==> config.mk <==
export PLATFORM = sky130hd
export DESIGN_NAME = software_timer_slot_table
export DESIGN_NICKNAME = d
export VERILOG_FILES = /design/src/rtl/stt_pkg.sv /design/src/rtl/stt_ctrl.sv /design/src/rtl/stt_dpath.sv /design/src/rtl/software_timer_slot_table.sv
export SDC_FILE = /design/constraint.sdc
export NUM_CORES = 1
export LEC_CHECK = 0
export BUFFER_PORTS_ARGS = -buffer_cell sky130_fd_sc_hd__buf_4
export CAP_MARGIN = 20
export CORE_MARGIN = 2
export CORE_UTILIZATION = 45
export CTS_CLUSTER_SIZE = 40
export DETAILED_ROUTE_END_ITERATION = 12
export GPL_ROUTABILITY_DRIVEN = 0
export GPL_TIMING_DRIVEN = 0
export PLACE_DENSITY = 0.58
export SKIP_CTS_REPAIR_TIMING = 1
export SLEW_MARGIN = 20
export SYNTH_ARGS = -nofsm -noshare
export SYNTH_HDL_FRONTEND = slang
export SYNTH_SLANG_ARGS = --single-unit
==> constraint.sdc <==
create_clock -name aclk -period 11.8 [get_ports aclk]
set_clock_uncertainty 0.15 [all_clocks]
set_input_delay 2.36 -clock aclk [delete_from_list [all_inputs] [get_ports aclk]]
set_output_delay 2.36 -clock aclk [all_outputs]
set_load 0.02 [all_outputs]
==> src/rtl/stt_pkg.sv <==
// Shared types, codes and constants for the timer slot table.
`default_nettype none

package stt_pkg;

    localparam int SLOTS_DEFAULT = 10;
    localparam int PERIOD_W      = 16;
    localparam int SLOT_W        = 4;
    localparam int IN_DATA_W     = 24;
    localparam int OUT_DATA_W    = 8;

    typedef enum logic [1:0] {
        ACT_TICK       = 2'd0,
        ACT_CREATE_PER = 2'd1,
        ACT_CREATE_ONE = 2'd2,
        ACT_DESTROY    = 2'd3
    } action_t;

    typedef enum logic [1:0] {
        MODE_FREE     = 2'd0,
        MODE_PERIODIC = 2'd1,
        MODE_ONESHOT  = 2'd2
    } mode_t;

    localparam logic KIND_REPLY = 1'b0;
    localparam logic KIND_FIRE  = 1'b1;

    typedef enum logic [2:0] {
        ST_IDLE,
        ST_TICK,
        ST_CREATE,
        ST_DESTROY,
        ST_FLUSH
    } state_t;

    typedef struct packed {
        logic load;
        logic tick_step;
        logic create_take;
        logic create_fail;
        logic destroy;
        logic flush;
        logic advance;
    } stt_cmd_t;

    typedef struct packed {
        logic at_end;
        logic active;
        logic fires;
        logic pend_valid;
        logic out_free;
    } stt_status_t;

endpackage

`default_nettype wire

==> src/rtl/stt_ctrl.sv <==
// Controller state machine that sequences the slot scans.
`default_nettype none

module stt_ctrl
    import stt_pkg::*;
(
    input  wire logic        aclk,
    input  wire logic        aresetn,
    input  wire logic        s_tvalid,
    output logic             s_tready,
    input  wire action_t     action,
    input  wire stt_status_t st,
    output stt_cmd_t         cmd
);

    state_t state_reg;
    state_t state_next;
    logic   tick_stall;

    assign tick_stall = st.fires && st.pend_valid && !st.out_free;

    always_ff @(posedge aclk) begin
        if (!aresetn) begin
            state_reg <= ST_IDLE;
        end else begin
            state_reg <= state_next;
        end
    end

    always_comb begin
        state_next = state_reg;
        unique case (state_reg)
            ST_IDLE: begin
                if (s_tvalid) begin
                    unique case (action) inside
                        ACT_TICK: state_next = ST_TICK;
                        ACT_CREATE_PER, ACT_CREATE_ONE: state_next = ST_CREATE;
                        default: state_next = ST_DESTROY;
                    endcase
                end
            end
            ST_TICK: begin
                if (!tick_stall && st.at_end) begin
                    state_next = ST_FLUSH;
                end
            end
            ST_CREATE: begin
                if ((!st.active || st.at_end) && st.out_free) begin
                    state_next = ST_IDLE;
                end
            end
            ST_DESTROY: begin
                state_next = ST_IDLE;
            end
            ST_FLUSH: begin
                if (!st.pend_valid || st.out_free) begin
                    state_next = ST_IDLE;
                end
            end
            default: state_next = ST_IDLE;
        endcase
    end

    always_comb begin
        cmd      = '0;
        s_tready = 1'b0;
        unique case (state_reg)
            ST_IDLE: begin
                s_tready = 1'b1;
                cmd.load = s_tvalid;
            end
            ST_TICK: begin
                cmd.tick_step = !tick_stall;
            end
            ST_CREATE: begin
                if (!st.active) begin
                    cmd.create_take = st.out_free;
                end else if (st.at_end) begin
                    cmd.create_fail = st.out_free;
                end else begin
                    cmd.advance = 1'b1;
                end
            end
            ST_DESTROY: begin
                cmd.destroy = 1'b1;
            end
            ST_FLUSH: begin
                cmd.flush = st.pend_valid && st.out_free;
            end
            default: begin
                s_tready = 1'b0;
            end
        endcase
    end

    a_one_item: assert property (@(posedge aclk) disable iff (!aresetn)
        (s_tvalid && s_tready) |=> !s_tready)
        else $error("word accepted while an item is in progress");

    a_pend_flushed: assert property (@(posedge aclk) disable iff (!aresetn)
        (state_reg == ST_IDLE) |-> !st.pend_valid)
        else $error("fire result left pending at item end");

endmodule

`default_nettype wire

==> src/rtl/stt_dpath.sv <==
// Datapath: slot table, scan index, pending fire and output register.
`default_nettype none

module stt_dpath
    import stt_pkg::*;
#(
    parameter int SLOTS = SLOTS_DEFAULT
) (
    input  wire logic                  aclk,
    input  wire logic                  aresetn,
    input  wire action_t               action,
    input  wire logic [IN_DATA_W-1:0]  s_tdata,
    input  wire stt_cmd_t              cmd,
    output stt_status_t                st,
    output logic                       m_tvalid,
    input  wire logic                  m_tready,
    output logic                       m_tuser,
    output logic [OUT_DATA_W-1:0]      m_tdata,
    output logic                       m_tlast
);

    localparam int IDX_W = (SLOTS > 1) ? $clog2(SLOTS) : 1;

    mode_t                 mode_reg   [SLOTS];
    logic [PERIOD_W-1:0]   period_reg [SLOTS];
    logic [PERIOD_W-1:0]   remain_reg [SLOTS];

    action_t               action_reg;
    logic [PERIOD_W-1:0]   new_period_reg;
    logic [SLOT_W-1:0]     num_reg;
    logic [IDX_W-1:0]      idx_reg;

    logic                  pend_valid_reg;
    logic [SLOT_W-1:0]     pend_slot_reg;
    logic                  out_valid_reg;
    logic                  out_kind_reg;
    logic [SLOT_W-1:0]     out_slot_reg;
    logic                  out_last_reg;

    mode_t                 cur_mode;
    logic [PERIOD_W-1:0]   cur_remain;
    logic [SLOT_W-1:0]     cur_slot;
    logic [5:0]            idx_plus;
    logic [5:0]            dest_num;
    logic                  dest_ok;
    logic [IDX_W-1:0]      dest_idx;
    logic                  out_free;

    assign cur_mode   = mode_reg[idx_reg];
    assign cur_remain = remain_reg[idx_reg];
    assign idx_plus   = 6'(idx_reg) + 6'd1;
    assign cur_slot   = idx_plus[SLOT_W-1:0];
    assign dest_num   = 6'(num_reg);
    assign dest_ok    = (dest_num != 6'd0) && (dest_num <= 6'(SLOTS));
    assign dest_idx   = IDX_W'(dest_num - 6'd1);
    assign out_free   = !out_valid_reg || m_tready;

    assign st.at_end     = (idx_reg == IDX_W'(SLOTS - 1));
    assign st.active     = (cur_mode == MODE_PERIODIC) || (cur_mode == MODE_ONESHOT);
    assign st.fires      = st.active && (cur_remain == PERIOD_W'(1));
    assign st.pend_valid = pend_valid_reg;
    assign st.out_free   = out_free;

    always_ff @(posedge aclk) begin
        if (cmd.load) begin
            action_reg     <= action;
            new_period_reg <= s_tdata[PERIOD_W-1:0];
            num_reg        <= s_tdata[PERIOD_W+SLOT_W-1:PERIOD_W];
        end
    end

    always_ff @(posedge aclk) begin
        if (!aresetn) begin
            idx_reg <= '0;
        end else if (cmd.load) begin
            idx_reg <= '0;
        end else if (cmd.tick_step || cmd.advance) begin
            idx_reg <= idx_reg + IDX_W'(1);
        end
    end

    always_ff @(posedge aclk) begin
        if (!aresetn) begin
            for (int i = 0; i < SLOTS; i++) begin
                mode_reg[i] <= MODE_FREE;
            end
        end else if (cmd.tick_step && st.fires && cur_mode == MODE_ONESHOT) begin
            mode_reg[idx_reg] <= MODE_FREE;
        end else if (cmd.create_take) begin
            mode_reg[idx_reg] <= (action_reg == ACT_CREATE_PER) ? MODE_PERIODIC
                                                                : MODE_ONESHOT;
        end else if (cmd.destroy && dest_ok) begin
            mode_reg[dest_idx] <= MODE_FREE;
        end
    end

    always_ff @(posedge aclk) begin
        if (cmd.tick_step && st.active) begin
            if (st.fires) begin
                remain_reg[idx_reg] <= (cur_mode == MODE_PERIODIC) ? period_reg[idx_reg]
                                                                   : '0;
                if (cur_mode != MODE_PERIODIC) begin
                    period_reg[idx_reg] <= '0;
                end
            end else begin
                remain_reg[idx_reg] <= cur_remain - PERIOD_W'(1);
            end
        end else if (cmd.create_take) begin
            period_reg[idx_reg] <= new_period_reg;
            remain_reg[idx_reg] <= new_period_reg;
        end else if (cmd.destroy && dest_ok) begin
            period_reg[dest_idx] <= '0;
            remain_reg[dest_idx] <= '0;
        end
    end

    always_ff @(posedge aclk) begin
        if (!aresetn) begin
            pend_valid_reg <= 1'b0;
        end else if (cmd.tick_step && st.fires) begin
            pend_valid_reg <= 1'b1;
        end else if (cmd.flush) begin
            pend_valid_reg <= 1'b0;
        end
    end

    always_ff @(posedge aclk) begin
        if (cmd.tick_step && st.fires) begin
            pend_slot_reg <= cur_slot;
        end
    end

    always_ff @(posedge aclk) begin
        if (!aresetn) begin
            out_valid_reg <= 1'b0;
        end else if ((cmd.tick_step && st.fires && pend_valid_reg) || cmd.flush
                     || cmd.create_take || cmd.create_fail) begin
            out_valid_reg <= 1'b1;
        end else if (m_tready) begin
            out_valid_reg <= 1'b0;
        end
    end

    always_ff @(posedge aclk) begin
        if (cmd.tick_step && st.fires && pend_valid_reg) begin
            out_kind_reg <= KIND_FIRE;
            out_slot_reg <= pend_slot_reg;
            out_last_reg <= 1'b0;
        end else if (cmd.flush) begin
            out_kind_reg <= KIND_FIRE;
            out_slot_reg <= pend_slot_reg;
            out_last_reg <= 1'b1;
        end else if (cmd.create_take) begin
            out_kind_reg <= KIND_REPLY;
            out_slot_reg <= cur_slot;
            out_last_reg <= 1'b1;
        end else if (cmd.create_fail) begin
            out_kind_reg <= KIND_REPLY;
            out_slot_reg <= '0;
            out_last_reg <= 1'b1;
        end
    end

    assign m_tvalid = out_valid_reg;
    assign m_tuser  = out_kind_reg;
    assign m_tdata  = OUT_DATA_W'(out_slot_reg);
    assign m_tlast  = out_last_reg;

    a_no_overwrite: assert property (@(posedge aclk) disable iff (!aresetn)
        (cmd.tick_step && st.fires && pend_valid_reg) |-> out_free)
        else $error("output word overwritten before it was taken");

    a_take_free: assert property (@(posedge aclk) disable iff (!aresetn)
        cmd.create_take |-> !st.active)
        else $error("create took an active slot");

endmodule

`default_nettype wire

==> src/rtl/software_timer_slot_table.sv <==
// A tick scans one slot per cycle unless a fire word waits on a full output, then sends the last fire word.
// A create scans to the lowest free slot; a destroy clears the named slot without a scan.
// Throughput: one item at a time; the slot scan through one table port sets the rate.
// Output backpressure stalls a tick scan only when a second fire word meets a full output;
// the create reply and the closing fire word of a tick wait for a free output.
// Reset: synchronous, active low; all slots free, no word pending or offered.
`default_nettype none

module software_timer_slot_table
    import stt_pkg::*;
#(
    parameter int SLOTS = SLOTS_DEFAULT
) (
    input  wire logic                  aclk,
    input  wire logic                  aresetn,
    input  wire logic                  s_tvalid,
    output logic                       s_tready,
    input  wire logic [IN_DATA_W-1:0]  s_tdata,   // [15:0] period, [19:16] slot_number
    input  wire logic [1:0]            s_tuser,   // [1:0] action
    output logic                       m_tvalid,
    input  wire logic                  m_tready,
    output logic [OUT_DATA_W-1:0]      m_tdata,   // [3:0] reported_slot
    output logic                       m_tuser,   // [0] event_kind
    output logic                       m_tlast
);

    stt_cmd_t    cmd;
    stt_status_t st;
    action_t     action;

    assign action = action_t'(s_tuser);

    stt_ctrl u_ctrl (
        .aclk     (aclk),
        .aresetn  (aresetn),
        .s_tvalid (s_tvalid),
        .s_tready (s_tready),
        .action   (action),
        .st       (st),
        .cmd      (cmd)
    );

    stt_dpath #(
        .SLOTS (SLOTS)
    ) u_dpath (
        .aclk     (aclk),
        .aresetn  (aresetn),
        .action   (action),
        .s_tdata  (s_tdata),
        .cmd      (cmd),
        .st       (st),
        .m_tvalid (m_tvalid),
        .m_tready (m_tready),
        .m_tuser  (m_tuser),
        .m_tdata  (m_tdata),
        .m_tlast  (m_tlast)
    );

endmodule

`default_nettype wire
; ---- Yosys cells after proc, flatten, opt, wreduce, memory -nomap -nowiden
; Memories as Yosys holds them, arrays and structs flattened. A register that Yosys moved wholly into a read port is not among the register bits.
; Cells that the tools add are included.
[totals]
regBits = 41
latchBits = 0
mem_bits_rw = 340
mem_bits_ro = 0
in_bits = 30
wordCells = 163
mem_count = 3
[classes]
addsub = 4
n_mul = 0
n_div = 0
order_cmp = 1
eq_ne = 16
shift = 0
n_mux = 82
bitwise = 5
n_reduce_logical = 41
[memory_table]
columns = name, words, width, rd, rd_clocked_by_memory_dff, write_ports, line
row1 = u_dpath.period_reg, 10, 16, 1, 1, 1, stt_dpath.sv:25  ; logic [PERIOD_W-1:0] period_reg [SLOTS];
row2 = u_dpath.remain_reg, 10, 16, 1, 1, 1, stt_dpath.sv:26  ; logic [PERIOD_W-1:0] remain_reg [SLOTS];
row3 = u_dpath.mode_reg, 10, 2, 1, 1, 10, stt_dpath.sv:24  ; mode_t mode_reg [SLOTS];
[ops]
columns = op, count
row1 = $mux W16, 6
row2 = $mux W4, 14
row3 = $mux W1, 51
row4 = $reduce_or A16 Y1, 2
row5 = $eq A16 B1 Y1 const B, 1
row6 = $sub A16 B1 Y16 const B, 1
row7 = $logic_and A1 B1 Y1, 12
row8 = $mux W3, 4
row9 = $pmux W3 S4, 1
row10 = $mux W2, 5
row11 = $reduce_or A2 Y1, 5
row12 = $add A4 B1 Y4 const B, 2
row13 = $logic_or A1 B1 Y1, 8
row14 = $ne A2 B1 Y1 const B, 4
row15 = $eq A2 B1 Y1 const B, 3
row16 = $eq A3 B2 Y1 const B, 2
row17 = $reduce_bool A2 Y1, 3
row18 = $reduce_bool A6 Y1, 1
row19 = $logic_not A1 Y1, 5
row20 = $eq A2 B2 Y1 const B, 2
row21 = $eq A4 B4 Y1 const B, 1
row22 = $le A4 B4 Y1 const B, 1
row23 = $or A1 B1 Y1, 4
row24 = $pmux W2 S2, 1
row25 = other kinds (10), 10

; ---- Longest topological paths before layout
; Gate-level depths: netlist of run 1.
[depth]
ltp_word = 16
mapped_depth = 19
depth_no_buf = 11

; ---- Hierarchy
; A second synthesis of run 1 with hierarchy kept.
[unflattened]
hier_cells = 1046
hier_area_um2 = 17010.1
[modules_own_cells]
columns = module, instances, cells_per_inst, area_each_um2, seq_area_each_um2
row1 = stt_dpath, 1, 1010, 16724.8, 11711.2
row2 = stt_ctrl, 1, 36, 285.3, 60.1

; ---- Worst setup path before layout of run 1
; OpenSTA, ideal clock, no wires.
[synth_timing]
path_kind = reg2reg
from = register (tool-made name)
to = memory u_dpath.period_reg[9][0] (enable)
setup_ns = 0.409
t_arrival_ns = 4.995
required_time_ns = 11.241
setup_slack_ns = 6.246
path_stages_with_launch = 18
n_path_buf = 7
synth_period_minus_slack_ns = 5.554
path_cell_list = dfxtp_1 > buf_6 > buf_4 > buf_6 > buf_6 > buf_2 > buf_4 > buf_4 > mux4_2 > mux4_2 > ha_1 > inv_1 > o2111ai_1 > nor3_1 > nand4_4 > nor3_1 > nor2_1 > nor3_1
[synth_rtl]
columns = item, line
row1 = to (decl), stt_dpath.sv:25

==> summary.md, run 1 <==
| Metric | Value |
|---|---|
| GR Util All Layers | `0.204` |
| HP Class | `flip-flop to flip-flop` |
| Pwr Density | `164 mW/mm^2` |
| Post-synthesis cell type count | `70` |
| Setup violations, final | `0` |
| Clk root buf | `clkbuf_16` |
| Global-route wire length before repair | `58600 um` |
| CTS buffer count | `43` |
| Post-Syn Area | `0.0168 mm^2` |
| CP top delay family | `buffers and inverters` |
| Via density per instance | `5.77` |
| GRT overflow | `0` |
| Drt initial violations | `between 800 and 900` |
| Setup TNS | `0 ns` |
| Worst endpoint required time | `11.89 ns` |
| Post-route setup slack | `5.20 ns` |
| Initial antenna violation count | `0` |
| Worst slew pin tran | `1.12 ns` |
| Detailed-route via count | `9197` |
| Min-delay src | `u_dpath.m_tuser` |
| WL/cell | `24.1 um` |
| CTS H-tree lvls | `2` |
| Ys flop type | `edfxtp_1` |
| Max-capacitance violation count | `0` |
| Reg clk slew, reported paths | `approximately 0.060 ns` |
| Cell breakdown of the critical path | `buf_2 -> buf_1 -> clkbuf_1 -> clkbuf_1 -> mux4_2 -> mux4_2 -> inv_1 -> ha_1 -> inv_1 -> o2111ai_1 -> nor4_1 -> nand4_2 -> a21oi_1 -> o21ai_0 -> nor2_2 -> buf_6` |
| P&R area growth vs syn | `14.0%` |
| Ys Warns | `0` |
| Nets | `approximately 1100` |
| Crit. End Element | `flip-flop` |
| Residual DRC | `0` |
| Final min period | `6.60 ns` |
| Detailed Place HPWL | `about 26000 um` |
| R2R Path End | `u_dpath.period_reg[7][13]` |
| Pre-CTS setup slack | `approximately 5.2 ns` |
| Pleak | `~0.006 uW` |
| Fill count | `just under 3000` |
| Largest net degree at the start of global routing | `24` |
| Row Count | `70` |
| Commonest non-fill, non-tap cell in the layout | `edfxtp_1` |
| Post-DRT Antenna Nets | `0` |
| Hold EP | `u_dpath.m_tuser` |
| Antenna Cells | `0` |
| Syn Inst Count | `roughly 1000` |
| Worst path slowest cell | `clkbuf_1` |
| Core area | `0.0367 mm^2` |
| CP bufs+invs | `7` |
| Slowest stage delay, CP | `roughly 0.67 ns` |
| CTS tree | `done` |
| Unrepaired setup endpoints after global routing | `false` |
| Ys async rst share | `0` |
| Die ar. | `0.0389 mm^2` |
| Layout cells sized above 1 | `0.232` |
| Crit Path Max Fanout | `10` |
| Kind of critical path | `flip-flop to flip-flop` |
| Sink Count | `slightly below 400` |
| Period utilization | `0.559` |
| Max_slew headroom | `0.244` |
| Clk_lat worst skew | `0.55 ns` |
| Startpoint Class | `flip-flop` |
| Worst r2r path cells | `16` |
| Deepest clock path buffer count | `3` |
| Vias in the first global route | `9480` |
| Synthesized area per cell | `roughly 17 um^2` |
| I/O pin count | `42` |
| R2R Setup Slk | `5.20 ns` |
| Worst hold path depth | `1` |
| Die X | `197 um` |
| Worst VDD drop | `0.000105 V` |
| WP data arrival | `roughly 6.7 ns` |
| Effective utilization at floorplan | `0.457` |
| EDFF count, synth | `382` |
| Number of synthesized register bits | `397` |
| I/O Buffers | `32` |
| Sequential share of the synthesized area | `0.701` |
| Die Ht | `197 um` |
| Drt first pass iters | `5` |
| Drt total wl | `38500 um` |
| Most frequent cells in the layout | `382 x edfxtp_1, 49 x mux4_2, 48 x buf_4, 43 x clkbuf_1, 43 x clkbuf_16` |
| Status | `complete, no violations` |
| Smallest hold slack | `0.311 ns` |
| Maximum clock frequency | `0.152 GHz` |
| Final Hold Viols | `0` |
| Slew Viols, Final | `0` |
[worst max-delay path by stage]
stage | slack, ns | endpoint | cells after the start | startpoint
floorplan | 6.25 | u_dpath.period_reg[9][0] | 17 | flip-flop
global placement | 4.01 | u_dpath.remain_reg[1][8] | 15 | flip-flop
detailed placement | 5.20 | u_dpath.period_reg[7][10] | 15 | flip-flop
CTS | 5.17 | u_dpath.remain_reg[0][10] | 12 | flip-flop
global route | 4.83 | u_dpath.period_reg[7][13] | 15 | flip-flop
finish | 5.20 | u_dpath.period_reg[7][13] | 16 | flip-flop
[synth_stat cells, types with 3 or more instances]
cell type | n | share of area
buf_4 | 8 | 0.0036
inv_1 | 21 | 0.0047
buf_2 | 10 | 0.0030
nand3_1 | 8 | 0.0024
mux4_2 | 49 | 0.066
o22ai_1 | 12 | 0.0045
buf_1 | 5 | 0.0011
nor3b_1 | 5 | 0.0022
edfxtp_1 | 382 | 0.68
o21ai_1 | 5 | 0.0015
a22o_1 | 12 | 0.0063
a211oi_1 | 17 | 0.0076
o31ai_1 | 12 | 0.0054
mux2i_1 | 42 | 0.025
a21oi_1 | 13 | 0.0039
ha_1 | 9 | 0.0067
nor2_1 | 44 | 0.0098
buf_6 | 8 | 0.0054
o21ai_0 | 20 | 0.0060
a31oi_1 | 7 | 0.0026
mux2_1 | 5 | 0.0034
nand2b_1 | 9 | 0.0034
and2_1 | 20 | 0.0075
or3_1 | 3 | 0.0011
dfxtp_1 | 15 | 0.018
xnor2_1 | 11 | 0.0057
a2111oi_2 | 11 | 0.0098
xor2_1 | 7 | 0.0037
nor2b_1 | 23 | 0.0086
o21ai_2 | 3 | 0.0016
a2111oi_0 | 4 | 0.0021
nand2_1 | 38 | 0.0085
a211o_1 | 15 | 0.0078
nand4_1 | 3 | 0.0011
mux2_2 | 37 | 0.025
clkbuf_1 | 26 | 0.0058
nor3_1 | 38 | 0.011
[power breakdown]
part / switching [uW] / leakage, uW / internal (uW)
Combinational: 203 / 0.00189 / 123
Sequential: 8.83 / 0.00359 / 1600
Clock: 528 / 0.000588 / 673
Total: 741 / 0.00606 / 2390
[layout make-up]
| class | count | area [um^2] | area share |
|---|---|---|---|
| plain buffers | 57 | 317 | 0.0166 |
| clock buffers | 60 | 1140 | 0.0596 |
| clock inverters | 15 | 82.6 | 0.00432 |
| inverters | 21 | 78.8 | 0.00412 |
| multi-input cells | 526 | 4720 | 0.247 |
| flip-flops and latches | 397 | 11800 | 0.616 |
| well taps | 468 | 586 | 0.0306 |
| repair buffers | 51 | 428 | 0.0224 |
[per-stage QoR]
step | instances | total power (uW) | cell area, um^2 | util
floorplan | 1001 | 1860 | 16800 | -
global placement | 1501 | 1960 | 17600 | 0.480
detailed placement | 1520 | 1970 | 17900 | 0.488
CTS | 1595 | 3160 | 19100 | 0.521
global route | 1595 | 3240 | 19100 | 0.521
finish | 1595 | 3130 | 19100 | 0.521
[worst reg2reg max path, delay by kind of cell (launching register included)]
| family | cells | cell delay [ns] |
|---|---|---|
| fa+ha+maj | 1 | 0.28 |
| buf+inv | 7 | 2.59 |
| flops | 1 | 0.30 |
| compound gates | 3 | 0.79 |
| simple gates | 3 | 1.23 |
| mux | 2 | 0.96 |
[kinds of logic after synthesis]
group | count (synthesis) | share of synthesized area
mux | 133 | 0.119
fa+ha+maj | 9 | 0.00671
buf+inv | 78 | 0.0236
xor+xnor | 18 | 0.00939
other cells | 1 | 0.000223
simple gates | 205 | 0.0650
flops | 397 | 0.701
compound gates | 157 | 0.0747
[layer usage]
| metal | part of all wire | vias up | track usage | wire length, um |
|---|---|---|---|---|
| met3 | 0.047 | 59 | 0.0278 | 1820 |
| met2 | 0.49 | 243 | 0.338 | 18900 |
| met5 | 0 | - | 0 | 0 |
| met1 | 0.44 | 4702 | 0.284 | 16900 |
| li1 | - | 4193 | - | - |
| met4 | 0.021 | 0 | 0.0571 | 814 |
Note: power is estimated with default switching activity, not from simulation.
==> run 2: changes to the inputs <==
PLACE_DENSITY = 0.6   (was 0.58)
clock period = 6 ns   (was 11.8 ns; I/O delays follow)
==> run 2 against run 1 <==
Net effect: non-clock buffer count is 5 higher; utilization up 0.54 points; highest routed layer unchanged; largest power group unchanged; sequential cell count stayed put; largest cell class unchanged; worst setup slack worse by 5.0 ns; clock-buffer cell count is 7 lower; register-to-register slack got worse by 5.0 ns; global-route usage down 0.76 points; die area is the same; via count hardly changed; combinational power increased by 96%.
==> summary.md, run 2 (synthesis gave the netlist of run 1 again) <==
| Metric | Value |
|---|---|
| Smallest hold slack | `0.320 ns` |
| Metal-1 WL | `around 17000 um` |
| WL/cell | `23.3 um` |
| Final Hold Viols | `0` |
| Detailed Place HPWL | `approximately 26000 um` |
| Pleak | `roughly 0.0062 uW` |
| R2R Setup Slk | `0.23 ns` |
| Worst r2r path cells | `15` |
| Maximum clock frequency | `approximately 0.17 GHz` |
| Status | `complete, no violations` |
| Sink Count | `397` |
| Die X | `197 um` |
| Placed Cells | `1521` |
| Clk root buf | `clkbuf_16` |
| Total Power | `around 6200 uW` |
| CP bufs+invs | `7` |
| Detailed-route via count | `9195` |
| Row Count | `70` |
| Global-route wire length before repair | `~57000 um` |
| Total stage count of the critical path | `15` |
| DR WL met2 | `18300 um` |
| Vias in the first global route | `9311` |
| Nets | `approximately 1100` |
| I/O pin count | `42` |
| Antenna Cells | `0` |
| Initial antenna violation count | `0` |
| GRT overflow | `0` |
| Crit. End Element | `flip-flop` |
| CP endpoint | `u_dpath.remain_reg[2][9]` |
| Slowest stage delay, CP | `0.61 ns` |
| Crit path top cell by count | `clkbuf_1` |
| Slew Viols, Final | `0` |
| Drt total wl | `~37000 um` |
| Worst slew pin tran | `1.18 ns` |
| Worst VDD drop | `about 0.00023 V` |
| Residual DRC | `0` |
| Commonest non-fill, non-tap cell in the layout | `edfxtp_1` |
| Core area | `roughly 0.037 mm^2` |
| Pwr Density | `323 mW/mm^2` |
| Drt initial violations | `718` |
| Layout cells sized above 1 | `0.245` |
| Clk_lat worst skew | `0.54 ns` |
| Largest net degree at the start of global routing | `24` |
| Via density per instance | `5.74` |
| Startpoint Class | `flip-flop` |
| Max_slew headroom | `0.215` |
| Fill count | `between 2000 and 3000` |
| Die ar. | `0.0389 mm^2` |
| Sequential Area | `0.0118 mm^2` |
| Worst endpoint required time | `6.13 ns` |
| Post-DRT Antenna Nets | `0` |
| I/O Buffers | `32` |
| Final non-filler cell total | `1601` |
| Effective utilization at floorplan | `0.457` |
| Unrepaired setup endpoints after global routing | `false` |
| CTS tree | `done` |
| Worst path slowest cell | `clkbuf_1` |
| Most frequent cells in the layout | `382 x edfxtp_1, 49 x buf_4, 49 x mux4_2, 42 x mux2i_1, 42 x clkbuf_16` |
| GR Util All Layers | `0.196` |
| Area of the multi-input gates | `~0.0047 mm^2` |
| CTS H-tree lvls | `2` |
| Setup violations, final | `0` |
| Crit Path Max Fanout | `10` |
| Kind of critical path | `flip-flop to flip-flop` |
| Reg clk slew, reported paths | `0.06 ns` |
| Drt first pass iters | `7` |
| Met3 wire len | `around 1400 um` |
| HP Class | `flip-flop to flip-flop` |
| Period utilization | `0.961` |
| Max-capacitance violation count | `0` |
| R2R Path End | `u_dpath.remain_reg[2][9]` |
| CTS buffer count | `42` |
| P&R area growth vs syn | `15.1%` |
| Final min period | `5.77 ns` |
| Highest metal used | `met4` |
| Cell breakdown of the critical path | `clkbuf_1 -> clkbuf_1 -> clkbuf_1 -> clkbuf_1 -> mux4_2 -> ha_1 -> inv_1 -> o2111ai_1 -> nor3_1 -> nand4_4 -> o21ai_0 -> and2_1 -> nor3_2 -> buf_6 -> buf_4` |
| Deepest clock path buffer count | `3` |
| CP top delay family | `buffers and inverters` |
| WP data arrival | `5.90 ns` |
| Die Ht | `197 um` |
run 2: cell count changes in the layout (fill, tap and decap cells not counted), sizes merged:
cell    delta
buf        +6
bufinv     +3
clkbuf     -8
clkinv     +6
inv        -1
run 2: worst min path at each step:
| stage | slack (ns) | startpoint | cells past startpoint | endpoint |
|---|---|---|---|---|
| 6_report | 0.32 | u_dpath.m_tuser | 1 | u_dpath.m_tuser |
| 3_5_place_dp | 0.30 | u_dpath.m_tuser | 1 | u_dpath.m_tuser |
| 3_3_place_gp | 0.29 | u_dpath.m_tuser | 1 | u_dpath.m_tuser |
| 4_1_cts | 0.31 | u_dpath.m_tuser | 1 | u_dpath.m_tuser |
| 5_1_grt | 0.35 | u_dpath.m_tuser | 1 | u_dpath.m_tuser |
| 2_1_floorplan | 0.34 | u_dpath.pend_valid_reg | 1 | u_dpath.m_tlast |
run 2: metrics by stage:
step | utilization | TNS, ns | setup WS (ns) | cell area [um^2]
2_1_floorplan | - | 0 | 0.446 | 16800
6_report | 0.527 | 0 | 0.232 | 19300
5_1_grt | 0.527 | 0 | 0.0208 | 19300
3_5_place_dp | 0.488 | -130.88 | -0.514 | 17900
4_1_cts | 0.523 | -149.99 | -0.553 | 19200
3_3_place_gp | 0.480 | -406.39 | -1.79 | 17600
run 2: layout make-up:
type,count,share of cell area
Tap cell,468,0.0303
Clock buffer,53,0.0565
Sequential cell,397,0.609
Inverter,21,0.00408
Clock inverter,23,0.0104
Multi-Input combinational cell,526,0.245
Timing Repair Buffer,59,0.0286
Buffer,54,0.0159
run 2: routing by layer:
| layer | track usage | vias to the layer above |
|---|---|---|
| met4 | 0.0543 | 0 |
| met3 | 0.0271 | 48 |
| li1 | - | 4195 |
| met1 | 0.272 | 4780 |
| met2 | 0.328 | 172 |
| met5 | 0 | - |
run 2: power by group:
group          switching [uW]  total [uW]  leakage (uW)  internal [uW]
registers                18.1        3160       0.00359           3140
logic                     397         639       0.00197            242
clock network            1030        2450      0.000631           1420
total                    1440        6250       0.00619           4810
==> run 3: changes to the inputs <==
CORE_UTILIZATION = 47   (was 45)
PLACE_DENSITY = 0.62   (was 0.6)
==> run 3 against run 2 <==
Net effect: combinational power hardly changed; sequential share of layout area fell by 0.55 points; register-to-register slack barely moved; clock power is 7% higher; clock-buffer cell count fell by 1; critical path depth stayed put; non-clock buffer count increased by 10; critical endpoint is now u_dpath.period_reg[0][13].
==> summary.md, run 3 (synthesis gave the netlist of run 1 again) <==
| Metric | Value |
|---|---|
| Period utilization | `0.961` |
| Post-route cell area | `slightly below 0.02 mm^2` |
| Clock power frac | `0.408` |
| Post-DRT Antenna Nets | `0` |
| Commonest non-fill, non-tap cell in the layout | `edfxtp_1` |
| Setup violations, final | `0` |
| CTS buffer count | `42` |
| Largest net degree at the start of global routing | `24` |
| WP data arrival | `a little under 6 ns` |
| Effective utilization at floorplan | `0.474` |
| Drt first pass iters | `5` |
| Die Ht | `just under 200 um` |
| Clk root buf | `clkbuf_16` |
| Smallest hold slack | `0.315 ns` |
| Kind of critical path | `flip-flop to flip-flop` |
| Unrepaired setup endpoints after global routing | `true` |
| Nets | `1150` |
| I/O pin count | `42` |
| Antenna Cells | `0` |
| Final Hold Viols | `0` |
| Die ar. | `0.0372 mm^2` |
| HP Class | `flip-flop to flip-flop` |
| WL/cell | `between 20 and 25 um` |
| Worst endpoint required time | `6.09 ns` |
| CTS H-tree lvls | `2` |
| Initial antenna violation count | `0` |
| Total Power | `6420 uW` |
| Detailed Place HPWL | `~26000 um` |
| Pwr Density | `about 330 mW/mm^2` |
| Sink Count | `397` |
| Crit Path Max Fanout | `11` |
| Int Power | `4980 uW` |
| Reg clk slew, reported paths | `0.06 ns` |
| Core area | `0.0354 mm^2` |
| Comb pwr share | `0.099` |
| Via density per instance | `approximately 5.8` |
| GRT overflow | `0` |
| Most frequent cells in the layout | `382 x edfxtp_1, 58 x buf_4, 49 x mux4_2, 43 x clkbuf_16, 42 x mux2i_1` |
| I/O Buffers | `32` |
| Met3 wire len | `~1300 um` |
| Sw frac | `0.224` |
| Worst slew pin tran | `1.04 ns` |
| Residual DRC | `0` |
| Area after DPL | `around 0.018 mm^2` |
| Maximum clock frequency | `0.173 GHz` |
| Deepest clock path buffer count | `3` |
| DR WL met2 | `18700 um` |
| Final min period | `5.76 ns` |
| Max-capacitance violation count | `0` |
| P&R area growth vs syn | `16.2%` |
| Status | `complete, no violations` |
| Final core occ | `0.551` |
| Clk_lat worst skew | `0.55 ns` |
| Min-delay src | `u_dpath.m_tuser` |
| CTS tree | `done` |
| GR Util All Layers | `0.208` |
| Pre-CTS setup slack | `-0.613 ns` |
| Worst VDD drop | `between 0.0002 and 0.00025 V` |
| Crit. End Element | `flip-flop` |
| Drt initial violations | `840` |
| Switch Pwr | `1440 uW` |
| Vias in the first global route | `about 9300` |
| Startpoint Class | `flip-flop` |
| Highest metal used | `met4` |
| Row Count | `between 60 and 70` |
| Metal-1 WL | `16900 um` |
| Slew Viols, Final | `0` |
| Post-route setup slack | `0.235 ns` |
| Drt total wl | `~38000 um` |
| Max_slew headroom | `0.301` |
| Global-route wire length before repair | `between 50000 and 60000 um` |
| Detailed-route via count | `9235` |
| Die X | `just under 200 um` |
| Sequential Power Share | `0.493` |
| Pleak | `0.00628 uW` |
| Layout cells sized above 1 | `0.256` |
## run 3: changes by cell type in the layout (fill, tap and decap cells not counted), sizes merged
cell,delta
buf,+10
bufinv,+3
clkbuf,-1
clkinv,-2
clkinvlp,+1
## run 3: power groups by stage
stage | logic, uW | registers, uW | clock network (uW)
after CTS | 646 | 3160 | 2660
final | 638 | 3160 | 2620
after detailed placement | 643 | 3220 | 0
after global placement | 624 | 3220 | 0
after global routing | 695 | 3160 | 2770
after floorplan | 438 | 3210 | 0
## run 3: final timing paths
check	slack [ns]	cells after the start	endpoint
worst min-delay path	0.31	1	u_dpath.m_tuser
worst max-delay path	0.24	15	u_dpath.period_reg[0][13]
worst max register to register	0.24	15	u_dpath.period_reg[0][13]
worst min register to register	0.31	1	u_dpath.m_tuser
## run 3: final cells by class
type	instances	area [um^2]
timing repair buffer	69	628
multi-input combinational	526	4730
fill	2803	15900
buffer	54	307
sequential	397	11800
tap	461	577
clock inverter	25	274
inverter	21	78.8
clock buffer	52	1130
## run 3: layer usage
layer / global-route usage / vias to the layer above
met3: 0.0284 / 48
met5: 0 / -
li1: - / 4231
met4: 0.0522 / 0
met2: 0.356 / 182
met1: 0.283 / 4774
## run 3: critical path, stage by stage (launching register included)
cell and delay, ns:
dfxtp_1 0.30, clkbuf_1 0.36, clkbuf_1 0.58, clkbuf_1 0.59
clkbuf_1 0.60, mux4_2 0.45, inv_1 0.08, ha_1 0.28
inv_1 0.12, o2111ai_1 0.13, nor3_1 0.28, nand4_4 0.25
o31ai_1 0.34, nand2_1 0.22, nor2_2 0.45, buf_8 0.23
## run 3: metrics by stage
step / std cells / setup TNS [ns]
CTS: 1592 / -128.76
finish: 1605 / 0
detailed placement: 1515 / -116.39
global route: 1605 / -3.20
global placement: 1494 / -404.77
floorplan: 1001 / 0
